**src/rtl/i8car_pkg.sv**
```systemverilog
// ----------------------------------------------------------------------------
// i8car_pkg
// Shared types and constants for the int8 accumulate and requantize block.
// ----------------------------------------------------------------------------
package i8car_pkg;

    localparam int unsigned BIAS_SHIFT_DEF = 8;

    localparam int unsigned ACT_W      = 8;
    localparam int unsigned ACC_W      = 32;
    localparam int unsigned WORK_W     = 64;
    localparam int unsigned COEF_W     = 32;
    localparam int unsigned SHAMT_W    = 6;
    localparam int unsigned TOTAL_W    = 7;
    localparam int unsigned IN_TDATA_W = 160;
    localparam int unsigned OUT_DATA_W = 8;
    localparam int unsigned CFG_IDX_W  = 2;
    localparam int unsigned CFG_DATA_W = 8;

    localparam logic [CFG_IDX_W-1:0] CFG_PRELU_ENABLE = 2'd0;
    localparam logic [CFG_IDX_W-1:0] CFG_IN_ZP        = 2'd1;
    localparam logic [CFG_IDX_W-1:0] CFG_OUT_ZP_ADD   = 2'd2;

    localparam logic [SHAMT_W-1:0]    SHAMT_MAX = 6'd63;
    localparam logic [OUT_DATA_W-1:0] SAT_HI    = 8'h7f;
    localparam logic [OUT_DATA_W-1:0] SAT_LO    = 8'h80;

    typedef enum logic [3:0] {
        ST_IDLE,
        ST_MAC,
        ST_WORK,
        ST_MUL_LO,
        ST_MUL_HI,
        ST_MUL_SUM,
        ST_RND_ADD,
        ST_RND_SHIFT,
        ST_FIN
    } state_t;

endpackage

```
**src/rtl/i8car_mul.sv**
```systemverilog
// ----------------------------------------------------------------------------
// i8car_mul
// Shared 32 x 32 unsigned multiplier with a registered 64-bit product.
// ----------------------------------------------------------------------------
module i8car_mul (
    input  logic                                  aclk,
    input  logic [i8car_pkg::COEF_W-1:0]          mul_a,
    input  logic [i8car_pkg::COEF_W-1:0]          mul_b,
    output logic [i8car_pkg::WORK_W-1:0]          mul_p
);

    logic [i8car_pkg::WORK_W-1:0] prod;
    logic [i8car_pkg::WORK_W-1:0] prod_reg;

    assign prod = {{(i8car_pkg::WORK_W-i8car_pkg::COEF_W){1'b0}}, mul_a} *
                  {{(i8car_pkg::WORK_W-i8car_pkg::COEF_W){1'b0}}, mul_b};

    always_ff @(posedge aclk) begin
        prod_reg <= prod;
    end

    assign mul_p = prod_reg;

endmodule

```
**src/rtl/i8car_rnd.sv**
```systemverilog
// ----------------------------------------------------------------------------
// i8car_rnd
// Two-step rounding right shift: add half an output step, then shift
// arithmetically. A shift of zero passes the value through.
// ----------------------------------------------------------------------------
module i8car_rnd (
    input  logic                                  aclk,
    input  logic                                  add_en,
    input  logic [i8car_pkg::WORK_W-1:0]          value,
    input  logic [i8car_pkg::SHAMT_W-1:0]         shamt,
    output logic [i8car_pkg::WORK_W-1:0]          q
);

    logic [i8car_pkg::WORK_W-1:0] half;
    logic [i8car_pkg::WORK_W-1:0] sum_reg;

    assign half = (shamt == '0) ? '0 :
                  ({{(i8car_pkg::WORK_W-1){1'b0}}, 1'b1} << (shamt - 6'd1));

    always_ff @(posedge aclk) begin
        if (add_en) begin
            sum_reg <= value + half;
        end
    end

    assign q = $signed(sum_reg) >>> shamt;

endmodule

```
**src/rtl/int8_conv_accumulate_requantize_top.sv**
```systemverilog
// ----------------------------------------------------------------------------
// int8_conv_accumulate_requantize_top
// Int8 multiply-accumulate with PReLU and requantization to int8.
// ----------------------------------------------------------------------------
// Each item is one product term. A term that is not the last passes through
// the accept state, which feeds the shared 32 x 32 multiplier, and the
// accumulate state. The last term passes ST_WORK, the two multiply halves,
// their sum, the rounding add and shift (twice, first with the slope, when
// PReLU applies to a negative value) and ST_FIN, which waits for the result
// register to drain. The single shared multiplier forms each 64 x 32 product
// in two halves. The input is not ready while a term is in flight; a finished
// result waits in its own output register while the next item is taken.
// ----------------------------------------------------------------------------
module int8_conv_accumulate_requantize_top #(
    parameter int unsigned BIAS_SHIFT = i8car_pkg::BIAS_SHIFT_DEF
) (
    input  logic                                   aclk,
    input  logic                                   aresetn,
    // activation[7:0], weight[15:8], bias[79:16], mult[111:80], shift[117:112],
    // slope_mult[149:118], slope_shift[155:150], zero[159:156]
    input  logic [i8car_pkg::IN_TDATA_W-1:0]       s_axis_tdata,
    // is_padding[0]
    input  logic                                   s_axis_tuser,
    input  logic                                   s_axis_tlast,
    input  logic                                   s_axis_tvalid,
    output logic                                   s_axis_tready,
    // result[7:0]
    output logic [i8car_pkg::OUT_DATA_W-1:0]       m_axis_tdata,
    output logic                                   m_axis_tvalid,
    input  logic                                   m_axis_tready,
    input  logic                                   cfg_we,
    input  logic [i8car_pkg::CFG_IDX_W-1:0]        cfg_index,
    input  logic [i8car_pkg::CFG_DATA_W-1:0]       cfg_wdata
);

    localparam int unsigned WW = i8car_pkg::WORK_W;
    localparam int unsigned CW = i8car_pkg::COEF_W;
    localparam int unsigned AW = i8car_pkg::ACT_W;

    i8car_pkg::state_t state_reg;
    i8car_pkg::state_t state_next;

    logic                                  prelu_en_reg;
    logic [AW-1:0]                         in_zp_reg;
    logic [AW-1:0]                         out_zp_reg;

    logic [i8car_pkg::ACC_W-1:0]           acc_reg;
    logic                                  last_reg;
    logic [WW-1:0]                         bias_reg;
    logic [CW-1:0]                         mult_reg;
    logic [i8car_pkg::SHAMT_W-1:0]         shift_reg;
    logic [CW-1:0]                         pmult_reg;
    logic [i8car_pkg::SHAMT_W-1:0]         pshift_reg;
    logic [WW-1:0]                         work_reg;
    logic [WW-1:0]                         plo_reg;
    logic                                  phase_reg;
    logic [i8car_pkg::OUT_DATA_W-1:0]      m_data_reg;
    logic                                  m_valid_reg;

    logic                                  accept;
    logic [AW-1:0]                         act_in;
    logic [AW-1:0]                         wgt_in;
    logic [CW-1:0]                         mul_a;
    logic [CW-1:0]                         mul_b;
    logic [WW-1:0]                         mul_p;
    logic [CW-1:0]                         coef;
    logic [CW-1:0]                         hi_part;
    logic [WW-1:0]                         work_calc;
    logic [i8car_pkg::TOTAL_W-1:0]         total_raw;
    logic [i8car_pkg::SHAMT_W-1:0]         total;
    logic [i8car_pkg::SHAMT_W-1:0]         shamt;
    logic                                  rnd_add;
    logic [WW-1:0]                         rnd_q;
    logic [WW-1:0]                         fin_sum;
    logic [i8car_pkg::OUT_DATA_W-1:0]      fin_sat;
    logic                                  out_free;

    assign accept        = s_axis_tvalid && s_axis_tready;
    assign s_axis_tready = (state_reg == i8car_pkg::ST_IDLE);
    assign out_free      = !m_valid_reg || m_axis_tready;

    assign act_in = s_axis_tuser ? AW'(8'd0 - in_zp_reg) : s_axis_tdata[7:0];
    assign wgt_in = s_axis_tdata[15:8];

    assign coef    = phase_reg ? mult_reg : pmult_reg;
    assign hi_part = mul_p[CW-1:0] - (coef[CW-1] ? work_reg[CW-1:0] : '0);

    assign work_calc = ({{(WW-i8car_pkg::ACC_W){acc_reg[i8car_pkg::ACC_W-1]}}, acc_reg}
                        << BIAS_SHIFT) + bias_reg;

    assign total_raw = {1'b0, shift_reg} + i8car_pkg::TOTAL_W'(BIAS_SHIFT);
    assign total     = (total_raw > i8car_pkg::TOTAL_W'(i8car_pkg::SHAMT_MAX)) ?
                       i8car_pkg::SHAMT_MAX : total_raw[i8car_pkg::SHAMT_W-1:0];
    assign shamt     = phase_reg ? total : pshift_reg;
    assign rnd_add   = (state_reg == i8car_pkg::ST_RND_ADD);

    assign fin_sum = work_reg + {{(WW-AW){out_zp_reg[AW-1]}}, out_zp_reg};
    always_comb begin
        if ($signed(fin_sum) > $signed(64'sd127)) begin
            fin_sat = i8car_pkg::SAT_HI;
        end else if ($signed(fin_sum) < $signed(-64'sd128)) begin
            fin_sat = i8car_pkg::SAT_LO;
        end else begin
            fin_sat = fin_sum[i8car_pkg::OUT_DATA_W-1:0];
        end
    end

    always_comb begin
        case (state_reg)
            i8car_pkg::ST_MUL_LO: begin
                mul_a = work_reg[CW-1:0];
                mul_b = coef;
            end
            i8car_pkg::ST_MUL_HI: begin
                mul_a = work_reg[WW-1:CW];
                mul_b = coef;
            end
            default: begin
                mul_a = {{(CW-AW){act_in[AW-1]}}, act_in};
                mul_b = {{(CW-AW){wgt_in[AW-1]}}, wgt_in};
            end
        endcase
    end

    i8car_mul u_mul (
        .aclk  (aclk),
        .mul_a (mul_a),
        .mul_b (mul_b),
        .mul_p (mul_p)
    );

    i8car_rnd u_rnd (
        .aclk   (aclk),
        .add_en (rnd_add),
        .value  (work_reg),
        .shamt  (shamt),
        .q      (rnd_q)
    );

    always_ff @(posedge aclk) begin
        if (!aresetn) begin
            state_reg <= i8car_pkg::ST_IDLE;
        end else begin
            state_reg <= state_next;
        end
    end

    always_comb begin
        state_next = state_reg;
        case (state_reg)
            i8car_pkg::ST_IDLE: begin
                if (accept) begin
                    state_next = i8car_pkg::ST_MAC;
                end
            end
            i8car_pkg::ST_MAC: begin
                state_next = last_reg ? i8car_pkg::ST_WORK : i8car_pkg::ST_IDLE;
            end
            i8car_pkg::ST_WORK:      state_next = i8car_pkg::ST_MUL_LO;
            i8car_pkg::ST_MUL_LO:    state_next = i8car_pkg::ST_MUL_HI;
            i8car_pkg::ST_MUL_HI:    state_next = i8car_pkg::ST_MUL_SUM;
            i8car_pkg::ST_MUL_SUM:   state_next = i8car_pkg::ST_RND_ADD;
            i8car_pkg::ST_RND_ADD:   state_next = i8car_pkg::ST_RND_SHIFT;
            i8car_pkg::ST_RND_SHIFT: begin
                state_next = phase_reg ? i8car_pkg::ST_FIN : i8car_pkg::ST_MUL_LO;
            end
            i8car_pkg::ST_FIN: begin
                if (out_free) begin
                    state_next = i8car_pkg::ST_IDLE;
                end
            end
            default:                 state_next = i8car_pkg::ST_IDLE;
        endcase
    end

    always_ff @(posedge aclk) begin
        if (!aresetn) begin
            prelu_en_reg <= 1'b0;
            in_zp_reg    <= '0;
            out_zp_reg   <= '0;
        end else if (cfg_we) begin
            case (cfg_index)
                i8car_pkg::CFG_PRELU_ENABLE: prelu_en_reg <= cfg_wdata[0];
                i8car_pkg::CFG_IN_ZP:        in_zp_reg    <= cfg_wdata;
                i8car_pkg::CFG_OUT_ZP_ADD:   out_zp_reg   <= cfg_wdata;
                default: begin
                end
            endcase
        end
    end

    always_ff @(posedge aclk) begin
        if (!aresetn) begin
            acc_reg   <= '0;
            phase_reg <= 1'b0;
        end else begin
            case (state_reg)
                i8car_pkg::ST_MAC: begin
                    acc_reg <= acc_reg + mul_p[i8car_pkg::ACC_W-1:0];
                end
                i8car_pkg::ST_WORK: begin
                    acc_reg   <= '0;
                    phase_reg <= !(prelu_en_reg && work_calc[WW-1]);
                end
                i8car_pkg::ST_RND_SHIFT: begin
                    phase_reg <= 1'b1;
                end
                default: begin
                end
            endcase
        end
    end

    always_ff @(posedge aclk) begin
        if (accept) begin
            last_reg   <= s_axis_tlast;
            bias_reg   <= s_axis_tdata[79:16];
            mult_reg   <= s_axis_tdata[111:80];
            shift_reg  <= s_axis_tdata[117:112];
            pmult_reg  <= s_axis_tdata[149:118];
            pshift_reg <= s_axis_tdata[155:150];
        end
        case (state_reg)
            i8car_pkg::ST_WORK:      work_reg <= work_calc;
            i8car_pkg::ST_MUL_HI:    plo_reg  <= mul_p;
            i8car_pkg::ST_MUL_SUM:   work_reg <= plo_reg + {hi_part, {CW{1'b0}}};
            i8car_pkg::ST_RND_SHIFT: work_reg <= rnd_q;
            default: begin
            end
        endcase
    end

    always_ff @(posedge aclk) begin
        if (!aresetn) begin
            m_valid_reg <= 1'b0;
        end else if (state_reg == i8car_pkg::ST_FIN && out_free) begin
            m_valid_reg <= 1'b1;
        end else if (m_axis_tready) begin
            m_valid_reg <= 1'b0;
        end
    end

    always_ff @(posedge aclk) begin
        if (state_reg == i8car_pkg::ST_FIN && out_free) begin
            m_data_reg <= fin_sat;
        end
    end

    assign m_axis_tdata  = m_data_reg;
    assign m_axis_tvalid = m_valid_reg;

    a_acc_cleared: assert property (@(posedge aclk) disable iff (!aresetn)
        (state_reg == i8car_pkg::ST_WORK) |=> (acc_reg == '0))
        else $error("accumulator not cleared after last term");

    a_fin_phase: assert property (@(posedge aclk) disable iff (!aresetn)
        (state_reg == i8car_pkg::ST_FIN) |-> phase_reg)
        else $error("result formed before requantization pass");

    a_term_return: assert property (@(posedge aclk) disable iff (!aresetn)
        (state_reg == i8car_pkg::ST_MAC && !last_reg) |=> s_axis_tready)
        else $error("non-last term did not return to idle");

endmodule

```
**config.mk**
```make
export PLATFORM = sky130hd
export DESIGN_NAME = int8_conv_accumulate_requantize_top
export DESIGN_NICKNAME = d
export VERILOG_FILES = /design/src/rtl/i8car_pkg.sv /design/src/rtl/i8car_mul.sv /design/src/rtl/i8car_rnd.sv /design/src/rtl/int8_conv_accumulate_requantize_top.sv
export SDC_FILE = /design/constraint.sdc
export NUM_CORES = 2
export LEC_CHECK = 0
export ABC_AREA = 1
export CAP_MARGIN = 5
export CORE_ASPECT_RATIO = 0.5
export CORE_MARGIN = 8
export CORE_UTILIZATION = 45
export DETAILED_ROUTE_END_ITERATION = 12
export DONT_BUFFER_PORTS = 1
export GPL_TIMING_DRIVEN = 0
export SLEW_MARGIN = 0
export SYNTH_ARGS = -nofsm -noshare
export SYNTH_HDL_FRONTEND = slang
export SYNTH_SLANG_ARGS = --single-unit
```
**constraint.sdc**
```tcl
create_clock -name aclk -period 17 [get_ports aclk]
set_input_delay 3.4 -clock aclk [delete_from_list [all_inputs] [get_ports aclk]]
set_output_delay 3.4 -clock aclk [all_outputs]
set_load 0.02 [all_outputs]
```
Yosys cells after proc, flatten, opt, wreduce, memory -nomap -nowiden

Index checks and enable logic that the tools add are counted.

Multiply operators: 1
Equal/unequal tests: 12
Magnitude comparators: 3
Add/subtract/negate cells: 9
Shift-type cells: 2
Reductions and logical operators: 18
Mux-type cells: 19

Operator list:

| cell                 | number |
|---|---|
| $add 64x64->64       | 4 |
| $pmux 64 s3          | 1 |
| $pmux 32 s2          | 2 |
| $mux 32              | 3 |
| $gt 64x8->1 const B  | 1 |
| $lt 64x8->1 const B  | 1 |
| $mul 32x32->64       | 1 |
| $mux 64              | 1 |
| $shl 1x6->64 const A | 1 |
| $sshr 64x6->64       | 1 |
| $pmux 4 s9           | 1 |
| $add 32x32->32       | 1 |
| $sub 32x32->32       | 1 |
| $eq 4x3->1 const B   | 4 |
| $mux 8               | 2 |
| $mux 4               | 3 |
| $mux 6               | 2 |
| $eq 4x2->1 const B   | 2 |
| $reduce_and 2->1     | 4 |
| $sub 1x8->8 const A  | 1 |
| $add 6x4->7 const B  | 1 |
| $gt 7x6->1 const B   | 1 |
| $logic_not 6->1      | 1 |
| $reduce_bool 2->1    | 3 |
| 17 further kinds     | 21 |

Register bits after elaboration: 460
Word-level logic and storage cells: 82
Bits of input ports: 177

Depth between registers and ports, before layout

Word-level depth: 8
Depth in mapped cells: 41
Gate-level depth less buffers: 39

Hierarchy

From an unflattened synthesis, not the netlist that was laid out.

Cell total of the unflattened synthesis: 11683
Area, all modules: 78586.6 um^2

Modules (own cells, without submodules):

| module                              | cells an instance | area an instance (um^2) | instances |
|---|---|---|---|
| i8car_mul                           | 5087              | 37648.6                 | 1 |
| int8_conv_accumulate_requantize_top | 4155              | 28343.4                 | 1 |
| i8car_rnd                           | 2441              | 12594.6                 | 1 |

Least setup slack after synthesis

Ideal clock, no wire load.

Kind: input-to-reg
Start: input port s_axis_tvalid
End: register bias_reg[0], enable pin
Library setup time: 815 ps
Buffers on the path: 0
Path slack: 3263 ps
Arrival: 12922 ps
Data required time: 16185 ps
Stages on the path: 2
Path through: inv_1 nor3_1

Longest elaborated chain between the ends: 1

RTL lines:

| what                 | line                                       | text |
|---|---|---|
| start, declared      | int8_conv_accumulate_requantize_top.sv:25  | `input logic s_axis_tvalid,` |
| $logic_and 1x1->1    | int8_conv_accumulate_requantize_top.sv:78  | `assign accept = s_axis_tvalid && s_axis_tready;` |
| named net accept     | int8_conv_accumulate_requantize_top.sv:60  | `logic accept;` |
| end signal, assigned | int8_conv_accumulate_requantize_top.sv:217 | `bias_reg <= s_axis_tdata[79:16];` |
| end, declared        | int8_conv_accumulate_requantize_top.sv:49  | `logic [WW-1:0] bias_reg;` |

The timed path passes the listed nets, and every way through them passes these cells.
A chain may end at the register's enable or synchronous reset.

Worst setup path after layout

Start: input port s_axis_tuser
End: register u_mul.prod_reg, in the netlist u_mul.mul_p[62]

Longest elaborated chain between the ends: 3

RTL lines:

| what                           | line                                       | text |
|---|---|---|
| start, declared                | int8_conv_accumulate_requantize_top.sv:23  | `input logic s_axis_tuser,` |
| $mux 8                         | int8_conv_accumulate_requantize_top.sv:82  | `assign act_in = s_axis_tuser ? AW'(8'd0 - in_zp_reg) : s_axis_tdata[7:0];` |
| $pmux 32 s2                    | int8_conv_accumulate_requantize_top.sv:109 | `case (state_reg)` |
| $mul 32x32->64                 | i8car_mul.sv:15                            | `assign prod = {{(i8car_pkg::WORK_W-i8car_pkg::COEF_W){1'b0}}, mul_a} *` |
| named net u_mul.prod (one bit) | i8car_mul.sv:12                            | `logic [i8car_pkg::WORK_W-1:0] prod;` |
| end signal, assigned           | i8car_mul.sv:19                            | `prod_reg <= prod;` |
| end, declared                  | i8car_mul.sv:13                            | `logic [i8car_pkg::WORK_W-1:0] prod_reg;` |

The timed path passes the listed nets, and every way through them passes these cells.

==> flow_summary.json <==
{
  "grtUsageTotal": 0.3559,
  "mostFrequentLayoutCells": "2430 x nand2_1, 1838 x inv_1, 1168 x nor2_1",
  "synthDistinctLibCells": 59,
  "crit_type": "in2reg",
  "ctsHoldBuffers": 0,
  "critPathBufInv": 7,
  "overflow": 0,
  "antenna_found_initial": 19,
  "grt_pass1_wl_mm": 456.8,
  "cp_data_arrival_time_ps": 13610,
  "core.rowCount": 104,
  "hold_path.class": "reg2reg",
  "dr.pass1.iters": 7,
  "start_util": 0.4537,
  "dieWidth_um": 585.7,
  "grt_pass1_vias": 66620,
  "cts-root-buf": "clkbuf_16",
  "hp-start": "u_mul.mul_p[42]$_DFF_P_",
  "worstMarginPinSlew_ps": 1444,
  "die-area_mm2": 0.1762,
  "wirelength_mm": 322.9,
  "grt_max_degree": 65,
  "htree_levels": 2,
  "maxCapViolations": 0,
  "hold_viol_final": 0,
  "cts_resized": 0,
  "ant_nets": 0,
  "nets": 11720,
  "synth_edf_count": 341,
  "place.gp.congestion": 1.062,
  "core_area_mm2": 0.1610,
  "startpoint": "s_axis_tuser",
  "end_kind": "flop",
  "areaGrowthSynthToFinish_pct": 6.493,
  "place_area_mm2": 0.07606,
  "finalSetupViolCount": 0,
  "skew_ps": 45.63,
  "fin_area_mm2": 0.07777,
  "avgSynthCellArea_um2": 7.285,
  "final_cells": 12320,
  "status": "finished clean",
  "synth_seq_cells": 460,
  "max-slew-margin-rel": 0.03161,
  "max_freq_ghz": 0.07652,
  "io_buffers": 0,
  "slew_violations": 0,
  "drive_above_1_share": 0.04073,
  "drt_iter0_drc": 8152,
  "reg2reg_from": "state_reg[1]$_SDFFE_PN0P_",
  "viasPerCell": 5.697,
  "drc_errors": 0,
  "syn_area_mm2": 0.07303,
  "critPathLaunchType": "primary input",
  "postCtsSetupBuffers": 0,
  "worst-path-max-fanout": 10,
  "crit_top_cell": "fa_1",
  "synth_nets": 11640,
  "dp_hpwl_mm": 271.4,
  "post_drt_wl_per_cell_um": 26.20,
  "finalCritPeriodShare": 0.7688,
  "path_delay_family": "adder cells",
  "place_inst": 12220,
  "grt_setup_unrepaired": "false",
  "clk_latency_ps": 670,
  "ys_seq_area_frac": 0.1728,
  "io_pins": 187,
  "tns_ps": 0,
  "period_needed_ps": 13070,
  "cts_buffers": 49,
  "worst_path_max_delay_cell": "o31ai_2",
  "via_count": 70200,
  "mostFrequentLayoutCell": "nand2_1",
  "clk_path_buf_depth": 3,
  "cts_tree": "yes",
  "die_h_um": 300.9,
  "ys_warn_count": 0,
  "clock-sinks": 460,
  "cpPeakStageDelay_ps": 1170,
  "ys.flop_type": "edfxtp_1",
  "async_flop_share": 0,
  "pre_cts_ws_ps": 3546,
  "cts.clk_slew.worst_paths_ps": 70,
  "final.setup.worst_slack_ps": 3931,
  "synth_cells": 10030,
  "critPathRequiredTime_ps": 17540
}
-- cell usage after synthesis, drive strengths merged (2+ instances only) --
cell	count	area, um2
nand2	2468	9366
inv	1864	6997
nor2	1191	4556
fa	902	18060
nand3	714	3643
ha	540	6756
a21oi	529	2655
o21ai	364	1874
edfxtp	341	10240
buf	172	863.3
xor2	124	1086
clkbuf	120	450.4
dfxtp	119	2382
a31oi	102	638.1
xnor2	77	674.4
nor3	55	306.6
or2	36	225.2
nand4	34	212.7
a21o	33	247.7
o211ai	30	225.2
nor4	29	202.7
nand3b	26	195.2
o21bai	25	198.9
o21a	24	180.2
a21boi	21	157.7
a22o	15	131.4
clkinv	12	45.04
o221ai	12	105.1
o2111ai	10	87.58
a221oi	9	78.83
and3	7	43.79
a211oi	5	37.54
and2	5	31.28
o31ai	5	42.54
nand2b	2	12.51
-- cell families (layout without fill, tap and decap cells) --
group,Yosys count,after routing,share of synthesized area
AOI/OAI and AO/OA,1187,1187,0.09154
xor gates and xnor gates,201,201,0.02410
adders and majority gates,1442,1442,0.3398
buffers and inverters,2168,2282,0.1144
DFF,460,460,0.1728
other,0,10,0
and+or+nand+nor,4567,4567,0.2574
-- metrics by stage --
step                hold slack (ps)  utilization
global route                  402.9       0.4831
finish                        393.7       0.4832
detailed placement            388.7       0.4725
global placement              388.6       0.4706
CTS                           395.2       0.4829
floorplan                     385.5            -
-- layout make-up --
cell class / instances / area (um2)
clock inverters: 35 / 379.1
well taps: 2173 / 2719
fillers: 16630 / 83190
diodes: 10 / 25.02
plain buffers: 292 / 1318
flip-flops and latches: 460 / 12620
repair buffers: 22 / 295.3
multi-input cells: 7397 / 52090
clock buffers: 57 / 1287
inverters: 1876 / 7042
-- per-layer routing --
layer | up-vias | part of all wire | GRT usage
met5 | - | 0.000034 | 0.006570
met4 | 2 | 0.062 | 0.1834
met3 | 766 | 0.11 | 0.08350
met2 | 3913 | 0.42 | 0.5280
met1 | 33940 | 0.41 | 0.4835
li1 | 31580 | - | -
-- path summary, 6_finish.rpt --
check | cells after the start | slack (ps) | endpoint
setup / recovery | 27 | 3930 | u_mul.mul_p[62]$_DFF_P_
hold / removal | 0 | 390 | plo_reg[42]$_DFFE_PN_
setup reg to reg | 29 | 5680 | u_mul.mul_p[62]$_DFF_P_
hold reg to reg | 0 | 390 | plo_reg[42]$_DFFE_PN_
Power is not shown: default switching activity piles up to over one toggle a cycle in this logic, so the estimate is an artifact.
